<file path="src/hdl/tse_pkg.sv">
package tse_pkg;

  localparam int unsigned CFG_IDX_W  = 3;
  localparam int unsigned CFG_DATA_W = 1;
  localparam int unsigned GLYPH_MAX  = 4;

  typedef enum logic [CFG_IDX_W-1:0] {
    CFG_NUMBER_ALL       = 3'd0,
    CFG_NUMBER_NONBLANK  = 3'd1,
    CFG_SQUEEZE_BLANK    = 3'd2,
    CFG_SHOW_ENDS        = 3'd3,
    CFG_SHOW_TABS        = 3'd4,
    CFG_SHOW_NONPRINTING = 3'd5
  } cfg_idx_e;

  typedef struct packed {
    logic number_all;
    logic number_nonblank;
    logic squeeze_blank;
    logic show_ends;
    logic show_tabs;
    logic show_nonprinting;
  } cfg_t;

  // One queued item: optional line number prefix plus 1..4 glyph bytes.
  typedef struct packed {
    logic                      has_num;
    logic [2:0]                glyph_cnt;
    logic [GLYPH_MAX-1:0][7:0] glyph;
  } item_desc_t;

  localparam logic [7:0] CH_TAB        = 8'd9;
  localparam logic [7:0] CH_NL         = 8'd10;
  localparam logic [7:0] CH_SPACE      = 8'd32;
  localparam logic [7:0] CH_DOLLAR     = 8'd36;
  localparam logic [7:0] CH_DASH       = 8'd45;
  localparam logic [7:0] CH_ZERO       = 8'd48;
  localparam logic [7:0] CH_QMARK      = 8'd63;
  localparam logic [7:0] CH_I          = 8'd73;
  localparam logic [7:0] CH_M          = 8'd77;
  localparam logic [7:0] CH_CARET      = 8'd94;
  localparam logic [7:0] CH_DEL        = 8'd127;
  localparam logic [7:0] CH_FF         = 8'd255;
  localparam logic [7:0] CTRL_END      = 8'd32;
  localparam logic [7:0] CTRL_OFS      = 8'd64;
  localparam logic [7:0] HIGH_START    = 8'd128;
  localparam logic [7:0] HIGH_CTRL_END = 8'd160;

endpackage

</file>
<file path="src/hdl/tse_in_if.sv">
interface tse_in_if;
  logic       valid;
  logic       ready;
  logic [7:0] in_byte;

  modport source (output valid, output in_byte, input ready);
  modport sink   (input valid, input in_byte, output ready);
endinterface

</file>
<file path="src/hdl/tse_out_if.sv">
interface tse_out_if;
  logic       valid;
  logic       ready;
  logic [7:0] out_byte;
  logic       last_of_run;

  modport source (output valid, output out_byte, output last_of_run, input ready);
  modport sink   (input valid, input out_byte, input last_of_run, output ready);
endinterface

</file>
<file path="src/hdl/tse_front.sv">
module tse_front #(
  parameter int unsigned NUMBER_DIGITS = 6
) (
  input  logic                              clk_i,
  input  logic                              rst_ni,
  input  tse_pkg::cfg_t                     cfg_i,
  input  logic                              in_valid_i,
  input  logic [7:0]                        in_byte_i,
  output logic                              in_ready_o,
  input  logic                              full_i,
  output logic                              push_o,
  output tse_pkg::item_desc_t               desc_o,
  output logic [NUMBER_DIGITS-1:0][7:0]     num_o
);

  logic [1:0]                    run_q, run_d;
  logic [NUMBER_DIGITS-1:0][3:0] bcd_q, bcd_d, bcd_inc;
  logic                          accept, is_nl, line_start, squeezed, numbered;

  assign in_ready_o = ~full_i;
  assign accept     = in_valid_i & in_ready_o;
  assign is_nl      = (in_byte_i == tse_pkg::CH_NL);
  assign line_start = (run_q != 2'd0);

  always_comb begin
    if (is_nl) begin
      run_d = (run_q == 2'd3) ? run_q : run_q + 2'd1;
    end else begin
      run_d = 2'd0;
    end
  end

  assign squeezed = cfg_i.squeeze_blank & (run_d == 2'd3);
  assign numbered = line_start & (cfg_i.number_nonblank ? ~is_nl : cfg_i.number_all);
  assign push_o   = accept & ~squeezed;

  // Saturating BCD increment and right-aligned rendering of the new value.
  always_comb begin : counter
    logic carry;
    logic all_nine;
    logic zero_above;
    all_nine = 1'b1;
    carry    = 1'b1;
    for (int i = 0; i < NUMBER_DIGITS; i++) begin
      if (bcd_q[i] != 4'd9) all_nine = 1'b0;
      if (carry) begin
        if (bcd_q[i] == 4'd9) begin
          bcd_inc[i] = 4'd0;
        end else begin
          bcd_inc[i] = bcd_q[i] + 4'd1;
          carry      = 1'b0;
        end
      end else begin
        bcd_inc[i] = bcd_q[i];
      end
    end
    if (all_nine) bcd_inc = bcd_q;
    zero_above = 1'b1;
    for (int k = 0; k < NUMBER_DIGITS; k++) begin
      zero_above = zero_above & (bcd_inc[NUMBER_DIGITS-1-k] == 4'd0);
      if (zero_above && (k != NUMBER_DIGITS - 1)) begin
        num_o[k] = tse_pkg::CH_SPACE;
      end else begin
        num_o[k] = tse_pkg::CH_ZERO | {4'd0, bcd_inc[NUMBER_DIGITS-1-k]};
      end
    end
  end

  assign bcd_d = (push_o && numbered) ? bcd_inc : bcd_q;

  always_comb begin
    desc_o.has_num   = numbered;
    desc_o.glyph     = '0;
    desc_o.glyph_cnt = 3'd1;
    desc_o.glyph[0]  = in_byte_i;
    if (cfg_i.show_nonprinting && !is_nl && in_byte_i != tse_pkg::CH_TAB) begin
      if (in_byte_i < tse_pkg::CTRL_END) begin
        desc_o.glyph_cnt = 3'd2;
        desc_o.glyph[0]  = tse_pkg::CH_CARET;
        desc_o.glyph[1]  = in_byte_i + tse_pkg::CTRL_OFS;
      end else if (in_byte_i == tse_pkg::CH_DEL) begin
        desc_o.glyph_cnt = 3'd2;
        desc_o.glyph[0]  = tse_pkg::CH_CARET;
        desc_o.glyph[1]  = tse_pkg::CH_QMARK;
      end else if (in_byte_i >= tse_pkg::HIGH_START) begin
        desc_o.glyph[0] = tse_pkg::CH_M;
        desc_o.glyph[1] = tse_pkg::CH_DASH;
        if (in_byte_i < tse_pkg::HIGH_CTRL_END) begin
          desc_o.glyph_cnt = 3'd4;
          desc_o.glyph[2]  = tse_pkg::CH_CARET;
          desc_o.glyph[3]  = in_byte_i - tse_pkg::CTRL_OFS;
        end else if (in_byte_i != tse_pkg::CH_FF) begin
          desc_o.glyph_cnt = 3'd3;
          desc_o.glyph[2]  = in_byte_i - tse_pkg::HIGH_START;
        end else begin
          desc_o.glyph_cnt = 3'd4;
          desc_o.glyph[2]  = tse_pkg::CH_CARET;
          desc_o.glyph[3]  = tse_pkg::CH_QMARK;
        end
      end
    end else if (cfg_i.show_tabs && in_byte_i == tse_pkg::CH_TAB) begin
      desc_o.glyph_cnt = 3'd2;
      desc_o.glyph[0]  = tse_pkg::CH_CARET;
      desc_o.glyph[1]  = tse_pkg::CH_I;
    end else if (cfg_i.show_ends && is_nl) begin
      desc_o.glyph_cnt = 3'd2;
      desc_o.glyph[0]  = tse_pkg::CH_DOLLAR;
      desc_o.glyph[1]  = tse_pkg::CH_NL;
    end
  end

  always_ff @(posedge clk_i or negedge rst_ni) begin
    if (!rst_ni) begin
      run_q <= 2'd1;
      bcd_q <= '0;
    end else if (accept) begin
      run_q <= run_d;
      bcd_q <= bcd_d;
    end
  end

endmodule

</file>
<file path="src/hdl/tse_fifo.sv">
module tse_fifo #(
  parameter int unsigned WIDTH = 8,
  parameter int unsigned DEPTH = 2
) (
  input  logic             clk_i,
  input  logic             rst_ni,
  input  logic             push_i,
  input  logic [WIDTH-1:0] data_i,
  output logic             full_o,
  input  logic             pop_i,
  output logic [WIDTH-1:0] data_o,
  output logic             empty_o
);

  localparam int unsigned PTR_W = (DEPTH > 1) ? $clog2(DEPTH) : 1;
  localparam int unsigned CNT_W = $clog2(DEPTH + 1);

  logic [WIDTH-1:0] mem_q [DEPTH];
  logic [PTR_W-1:0] wr_q, wr_d, rd_q, rd_d;
  logic [CNT_W-1:0] cnt_q, cnt_d;
  logic             do_push, do_pop;

  assign full_o  = (cnt_q == CNT_W'(DEPTH));
  assign empty_o = (cnt_q == '0);
  assign do_push = push_i & ~full_o;
  assign do_pop  = pop_i & ~empty_o;
  assign data_o  = mem_q[rd_q];

  always_comb begin
    wr_d  = wr_q;
    rd_d  = rd_q;
    cnt_d = cnt_q;
    if (do_push) wr_d = (wr_q == PTR_W'(DEPTH - 1)) ? '0 : wr_q + PTR_W'(1);
    if (do_pop)  rd_d = (rd_q == PTR_W'(DEPTH - 1)) ? '0 : rd_q + PTR_W'(1);
    if (do_push && !do_pop) cnt_d = cnt_q + CNT_W'(1);
    if (!do_push && do_pop) cnt_d = cnt_q - CNT_W'(1);
  end

  always_ff @(posedge clk_i or negedge rst_ni) begin
    if (!rst_ni) begin
      wr_q  <= '0;
      rd_q  <= '0;
      cnt_q <= '0;
    end else begin
      wr_q  <= wr_d;
      rd_q  <= rd_d;
      cnt_q <= cnt_d;
    end
  end

  always_ff @(posedge clk_i) begin
    if (do_push) mem_q[wr_q] <= data_i;
  end

endmodule

</file>
<file path="src/hdl/tse_back.sv">
module tse_back #(
  parameter int unsigned NUMBER_DIGITS = 6
) (
  input  logic                          clk_i,
  input  logic                          rst_ni,
  input  tse_pkg::item_desc_t           desc_i,
  input  logic [NUMBER_DIGITS-1:0][7:0] num_i,
  input  logic                          empty_i,
  output logic                          pop_o,
  output logic                          out_valid_o,
  input  logic                          out_ready_i,
  output logic [7:0]                    out_byte_o,
  output logic                          last_o
);

  localparam int unsigned POS_W = $clog2(NUMBER_DIGITS + 1 + tse_pkg::GLYPH_MAX + 1);

  logic [POS_W-1:0] pos_q, pos_d, off, rel, last_pos;
  logic [1:0]       gsel;
  logic             fire;

  assign out_valid_o = ~empty_i;
  assign fire        = out_valid_o & out_ready_i;
  assign off         = desc_i.has_num ? POS_W'(NUMBER_DIGITS + 1) : '0;
  assign rel         = pos_q - off;
  assign gsel        = rel[1:0];
  assign last_pos    = off + POS_W'(desc_i.glyph_cnt) - POS_W'(1);
  assign last_o      = (pos_q == last_pos);
  assign pop_o       = fire & last_o;
  assign pos_d       = last_o ? '0 : pos_q + POS_W'(1);

  // Prefix digits, then tab, then the glyph bytes.
  always_comb begin
    out_byte_o = desc_i.glyph[gsel];
    if (desc_i.has_num) begin
      if (pos_q == POS_W'(NUMBER_DIGITS)) begin
        out_byte_o = tse_pkg::CH_TAB;
      end else begin
        for (int i = 0; i < NUMBER_DIGITS; i++) begin
          if (pos_q == POS_W'(i)) out_byte_o = num_i[i];
        end
      end
    end
  end

  always_ff @(posedge clk_i or negedge rst_ni) begin
    if (!rst_ni) begin
      pos_q <= '0;
    end else if (fire) begin
      pos_q <= pos_d;
    end
  end

endmodule

</file>
<file path="src/hdl/text_stream_escaper.sv">
// Text stream escaper: one text byte in per item, its rendering out as a run
// of bytes with last_of_run on the final one (a squeezed blank line gives no
// run). Input is taken every cycle while the two-entry item queue has room;
// the output port sends one byte per cycle while out_if.ready is high, and
// an item renders to 1 to NUMBER_DIGITS+5 bytes, so that output byte rate
// sets the sustained throughput. The first byte of a run is offered once its
// item, registered into the item queue, reaches the head of that queue.
// Configuration registers are written through cfg_we_i/cfg_idx_i/
// cfg_data_i; indexes beyond show_nonprinting are ignored.
module text_stream_escaper #(
  parameter int unsigned NUMBER_DIGITS = 6
) (
  input  logic                             clk_i,
  input  logic                             rst_ni,
  tse_in_if.sink                           in_if,
  tse_out_if.source                        out_if,
  input  logic                             cfg_we_i,
  input  logic [tse_pkg::CFG_IDX_W-1:0]    cfg_idx_i,
  input  logic [tse_pkg::CFG_DATA_W-1:0]   cfg_data_i
);

  localparam int unsigned NUM_W  = 8 * NUMBER_DIGITS;
  localparam int unsigned DESC_W = $bits(tse_pkg::item_desc_t);
  localparam int unsigned FIFO_W = DESC_W + NUM_W;

  tse_pkg::cfg_t                 cfg_q;
  tse_pkg::item_desc_t           push_desc, head_desc;
  logic [NUMBER_DIGITS-1:0][7:0] push_num, head_num;
  logic                          push, pop, full, empty;
  logic [FIFO_W-1:0]             head_data;

  always_ff @(posedge clk_i or negedge rst_ni) begin
    if (!rst_ni) begin
      cfg_q <= '0;
    end else if (cfg_we_i) begin
      unique case (tse_pkg::cfg_idx_e'(cfg_idx_i))
        tse_pkg::CFG_NUMBER_ALL:       cfg_q.number_all       <= cfg_data_i[0];
        tse_pkg::CFG_NUMBER_NONBLANK:  cfg_q.number_nonblank  <= cfg_data_i[0];
        tse_pkg::CFG_SQUEEZE_BLANK:    cfg_q.squeeze_blank    <= cfg_data_i[0];
        tse_pkg::CFG_SHOW_ENDS:        cfg_q.show_ends        <= cfg_data_i[0];
        tse_pkg::CFG_SHOW_TABS:        cfg_q.show_tabs        <= cfg_data_i[0];
        tse_pkg::CFG_SHOW_NONPRINTING: cfg_q.show_nonprinting <= cfg_data_i[0];
        default: ;
      endcase
    end
  end

  tse_front #(.NUMBER_DIGITS(NUMBER_DIGITS)) u_front (
    .clk_i      (clk_i),
    .rst_ni     (rst_ni),
    .cfg_i      (cfg_q),
    .in_valid_i (in_if.valid),
    .in_byte_i  (in_if.in_byte),
    .in_ready_o (in_if.ready),
    .full_i     (full),
    .push_o     (push),
    .desc_o     (push_desc),
    .num_o      (push_num)
  );

  tse_fifo #(.WIDTH(FIFO_W), .DEPTH(2)) u_fifo (
    .clk_i   (clk_i),
    .rst_ni  (rst_ni),
    .push_i  (push),
    .data_i  ({push_desc, push_num}),
    .full_o  (full),
    .pop_i   (pop),
    .data_o  (head_data),
    .empty_o (empty)
  );

  assign head_desc = tse_pkg::item_desc_t'(head_data[FIFO_W-1:NUM_W]);
  assign head_num  = head_data[NUM_W-1:0];

  tse_back #(.NUMBER_DIGITS(NUMBER_DIGITS)) u_back (
    .clk_i       (clk_i),
    .rst_ni      (rst_ni),
    .desc_i      (head_desc),
    .num_i       (head_num),
    .empty_i     (empty),
    .pop_o       (pop),
    .out_valid_o (out_if.valid),
    .out_ready_i (out_if.ready),
    .out_byte_o  (out_if.out_byte),
    .last_o      (out_if.last_of_run)
  );

endmodule

</file>
<file path="src/flat_wrapper.sv">
// flat-port wrapper written by rule: the top's interface ports become plain ports
module text_stream_escaper_flat 
#(
  parameter int unsigned NUMBER_DIGITS = 6
)
  (clk_i, rst_ni, cfg_we_i, cfg_idx_i, cfg_data_i, in_if_valid, in_if_in_byte, in_if_ready, out_if_valid, out_if_out_byte, out_if_last_of_run, out_if_ready);
  tse_in_if in_if_i ();
  tse_out_if out_if_i ();
  input  logic clk_i;
  input  logic rst_ni;
  input  logic cfg_we_i;
  input  logic [tse_pkg::CFG_IDX_W-1:0] cfg_idx_i;
  input  logic [tse_pkg::CFG_DATA_W-1:0] cfg_data_i;
  input wire logic [$bits(in_if_i.valid)-1:0] in_if_valid;
  input wire logic [$bits(in_if_i.in_byte)-1:0] in_if_in_byte;
  output wire logic [$bits(in_if_i.ready)-1:0] in_if_ready;
  output wire logic [$bits(out_if_i.valid)-1:0] out_if_valid;
  output wire logic [$bits(out_if_i.out_byte)-1:0] out_if_out_byte;
  output wire logic [$bits(out_if_i.last_of_run)-1:0] out_if_last_of_run;
  input wire logic [$bits(out_if_i.ready)-1:0] out_if_ready;
  assign in_if_i.valid = in_if_valid;
  assign in_if_i.in_byte = in_if_in_byte;
  assign in_if_ready = in_if_i.ready;
  assign out_if_valid = out_if_i.valid;
  assign out_if_out_byte = out_if_i.out_byte;
  assign out_if_last_of_run = out_if_i.last_of_run;
  assign out_if_i.ready = out_if_ready;
  text_stream_escaper #(.NUMBER_DIGITS(NUMBER_DIGITS)) u_core (.clk_i(clk_i), .rst_ni(rst_ni), .in_if(in_if_i), .out_if(out_if_i), .cfg_we_i(cfg_we_i), .cfg_idx_i(cfg_idx_i), .cfg_data_i(cfg_data_i));
endmodule
</file>
<file path="config.mk">
export PLATFORM = sky130hd
export DESIGN_NAME = text_stream_escaper_flat
export DESIGN_NICKNAME = d
export VERILOG_FILES = /design/src/hdl/tse_pkg.sv /design/src/hdl/tse_in_if.sv /design/src/hdl/tse_out_if.sv /design/src/hdl/tse_front.sv /design/src/hdl/tse_fifo.sv /design/src/hdl/tse_back.sv /design/src/hdl/text_stream_escaper.sv /design/src/flat_wrapper.sv
export SDC_FILE = /design/constraint.sdc
export NUM_CORES = 1
export LEC_CHECK = 0
export ABC_CLOCK_PERIOD_IN_PS = 6300
export BUFFER_PORTS_ARGS = -buffer_cell sky130_fd_sc_hd__buf_2
export CAP_MARGIN = 40
export CORE_UTILIZATION = 55
export DETAILED_ROUTE_END_ITERATION = 10
export PLACE_DENSITY_LB_ADDON = 0.05
export REMOVE_ABC_BUFFERS = 1
export SETUP_SLACK_MARGIN = 0.02
export SYNTH_ARGS = -nofsm -noshare
export SYNTH_HDL_FRONTEND = slang
export SYNTH_SLANG_ARGS = --single-unit
export TNS_END_PERCENT = 100
</file>
<file path="constraint.sdc">
create_clock -name clk_i -period 6.3 [get_ports clk_i]
set_input_delay 0.945 -clock clk_i [delete_from_list [all_inputs] [get_ports clk_i]]
set_output_delay 0.945 -clock clk_i [all_outputs]
set_load 0.1 [all_outputs]
</file>
==> reports/summary.txt <==
Sequential-to-total area share from yosys stat: 0.559
Remaining DRCs: 0
Drt pass-1 iters: 6
Main synth FF type: edfxtp_1
Via count: 5736
Synth area leader: edfxtp_1
Power, Total: 4800 µW
VDD IR max: 0.520 mV
Initial antenna violation count: 0
Grt met2 use: 0.344
Seq pwr share: 0.325
Area Overhead vs Synth: 9.79%
Vias in the first global route: 5411
Max_slew headroom: 0.427
Layout cell share with drive strength beyond 1: 0.174
Comb pwr share: 0.464
Power per cell area: 498 mW/mm²
Status: finished, final reports clean
Final setup fails: 0
Fin Clk Skew: 0.00741 ns
Die X: 128 µm
Internal power: 2710 µW
Drt wl/cell: 19.7 µm
First-pass GRT wire length: 29.3 mm
H-tree levels: 4
Met3 Track Usage GR: 0.0378
CTS Root Cell: clkbuf_16
Worst Path Arrival: 3.85 ns
Placed wire-length estimate: 13.2 mm
Leakage: 0.00362 µW
CTS tree: yes
Core Rows: 45
Max_cap viols: 0
Io pins: 28
Setup bufs post-CTS: 0
Setup Crit Path Kind: reg -> out
Vias per cell: 6.05
Synth Area per Inst: 12.4 µm²
Max Freq: 0.209 GHz
Sw Pwr: 2090 µW
Critical path required time: 5.35 ns
Final Hold Vio Count: 0
Post-CTS sizing: 0
Area contributors post-synth: edfxtp_1, dfrtp_1, mux2i_1
Family with the most delay on the worst path: buffers and inverters
Mapped Cells: 708
RSZ-0062 raised after global routing: false
DIE AREA: 0.0165 mm²
# clock sinks: 170
Final worst slack: 1.51 ns
Final min period: 4.79 ns
Crit-path max cell delay: 0.51 ns
Final nets: 757
Starting density of the core: 0.571
Worst skew pair latency: 0.43 ns
CP Max Fanout: 11
Yosys warning total: 0
Die height: 128 µm
Top post-synthesis cells by count: edfxtp_1, nand2_1, nor2_1
Slowest CP cell: buf_2
Max Slew Vio Count: 0
Port Buf Inserts: 27
Synth top area share: 0.445
Core Area: 0.0154 mm²
Switching Fraction: 0.436
Worst-margin pin slew: 0.860 ns
Initial DRC Count: 558
Synth cell types: 81
CTS clock-pin slew for the worst setup and hold paths: 0.06 ns
GR peak layer: met1
Period Utilization, post-route: 0.760
Pre-CTS setup slack: 1.77 ns
Largest net degree at the start of global routing: 66
Clock power frac: 0.212
RD Place Congestion: 0.882
Startpoint Class: register
Worst hold path type: in -> async
Post-synth ARST share: 0.235
EDFF count, synth: 130
Total Wirelength: 18.6 mm
Synthesis-stage register bit count: 170
Crit end category: primary output
Buf+Inv Stages, Crit Path: 3
Hold-fix buffers, CTS: 0
CP Cell Sequence: mux2i_4, inv_1, ha_1, xnor2_1, xnor2_2, buf_6, mux4_2, mux2i_1, a211oi_1, buf_2
Total track usage: 0.241
Routed Antenna Nets: 0
Cell area after synthesis: 0.00878 mm²
CTS buffer count: 17
Grt ovf: 0
Clock Path Buffers: 2
Met1 usage: 0.371
Most frequent cell after synthesis: edfxtp_1
==> metrics by stage <==
stage	TNS (ns)	area [µm²]	std cells	util	hold WS (ns)
global route	0	9640	947	0.627	0.359
finish	0	9640	948	0.627	0.363
floorplan	-1.52	8560	671	-	0.463
CTS	0	9620	946	0.626	0.353
global placement	0	9010	913	0.586	0.475
detailed placement	0	9050	915	0.589	0.486
==> placed cells by master (no fill, tap or decap), drive strengths merged, types with 8 or more instances in the layout <==
cell	synthesis	layout
ha	15	15
o22ai	8	8
dfrtp	39	39
a21o	9	9
mux2	24	24
a211oi	8	8
inv	25	28
and2	14	14
nand3	24	24
nor2	44	44
mux4	12	12
clkbuf	12	17
nand2	58	58
edfxtp	130	130
and3	10	10
o31ai	10	10
buf	26	34
nor2b	10	10
a21oi	21	21
mux2i	32	32
xnor2	26	26
a31oi	12	12
nor3	10	10
o21ai	36	36
==> power by group through the flow <==
stage / logic, µW / registers (µW) / clock network, µW
floorplan: 1720 / 1610 / 0
global placement: 2160 / 1570 / 0
detailed placement: 2200 / 1580 / 0
CTS: 2210 / 1560 / 1030
global route: 2350 / 1580 / 1070
finish: 2230 / 1560 / 1020
==> sequential cells by signal (all words and copies together) (netlist names) <==
signal / count
u_core.u_front.run_q: 2
u_core.u_back.pos_q: 4
u_core.u_fifo.wr_q: 1
u_core.u_front.bcd_q: 24
u_core.u_fifo.rd_q: 1
u_core.cfg_q: 6
u_core.u_fifo.mem_q: 130
u_core.u_fifo.cnt_q: 2
==> per-layer routing <==
metal | wire length (µm) | vias up | part of all wire
met3 | 788 | 26 | 0.042
met1 | 9140 | 2869 | 0.49
met2 | 8340 | 153 | 0.45
met5 | 0 | - | 0
li1 | - | 2688 | -
met4 | 374 | 0 | 0.020
==> path summary, 6_finish.rpt <==
path	startpoint	endpoint	slack, ns	cells after the start
max	u_core.u_fifo.mem_q[0][64]	out_if_out_byte[3]	1.51	10
min reg2reg	u_core.u_front.run_q[0]	u_core.u_front.run_q[0]	0.50	2
max in group asynchronous	rst_ni	u_core.u_front.run_q[0]	5.42	2
min	rst_ni	u_core.u_back.pos_q[2]	0.36	1
max reg2reg	u_core.u_fifo.rd_q	u_core.u_fifo.cnt_q[1]	2.24	14
min in group clk_i	u_core.u_front.run_q[0]	u_core.u_front.run_q[0]	0.50	2
==> cell type report <==
type	count	area (µm²)
Fill cell	1204	5730
Sequential cell	170	4910
Multi-Input combinational cell	476	3580
Clock buffer	17	425
Tap cell	211	264
Timing Repair Buffer	34	216
Clock inverter	14	149
Inverter	25	93.8
Antenna cell	1	2.50
==> worst register-to-register path, cell delays in order, from the launching register on <==
cell and delay (ns):
dfrtp_2 0.39, buf_4 0.63, mux2i_1 0.29, ha_1 0.25, inv_1 0.06, ha_1 0.13, inv_1 0.04, fa_1 0.39
xnor3_1 0.36, nor4_2 0.29, inv_1 0.13, nor2_1 0.40, ha_1 0.34, nor2_1 0.14, xor2_1 0.15
==> logic make-up after synthesis <==
kind of cell               Yosys count  share of synthesized area
and+or+nand+nor                    221                      0.141
DFF                                170                      0.559
AOI/OAI and AO/OA                  136                      0.103
muxes                               68                     0.0995
buffers and inverters               63                     0.0355
xor gates and xnor gates            33                     0.0385
adders and majority gates           16                     0.0237
other                                1                   0.000427
No activity file was read; power rests on OpenSTA's default activity.
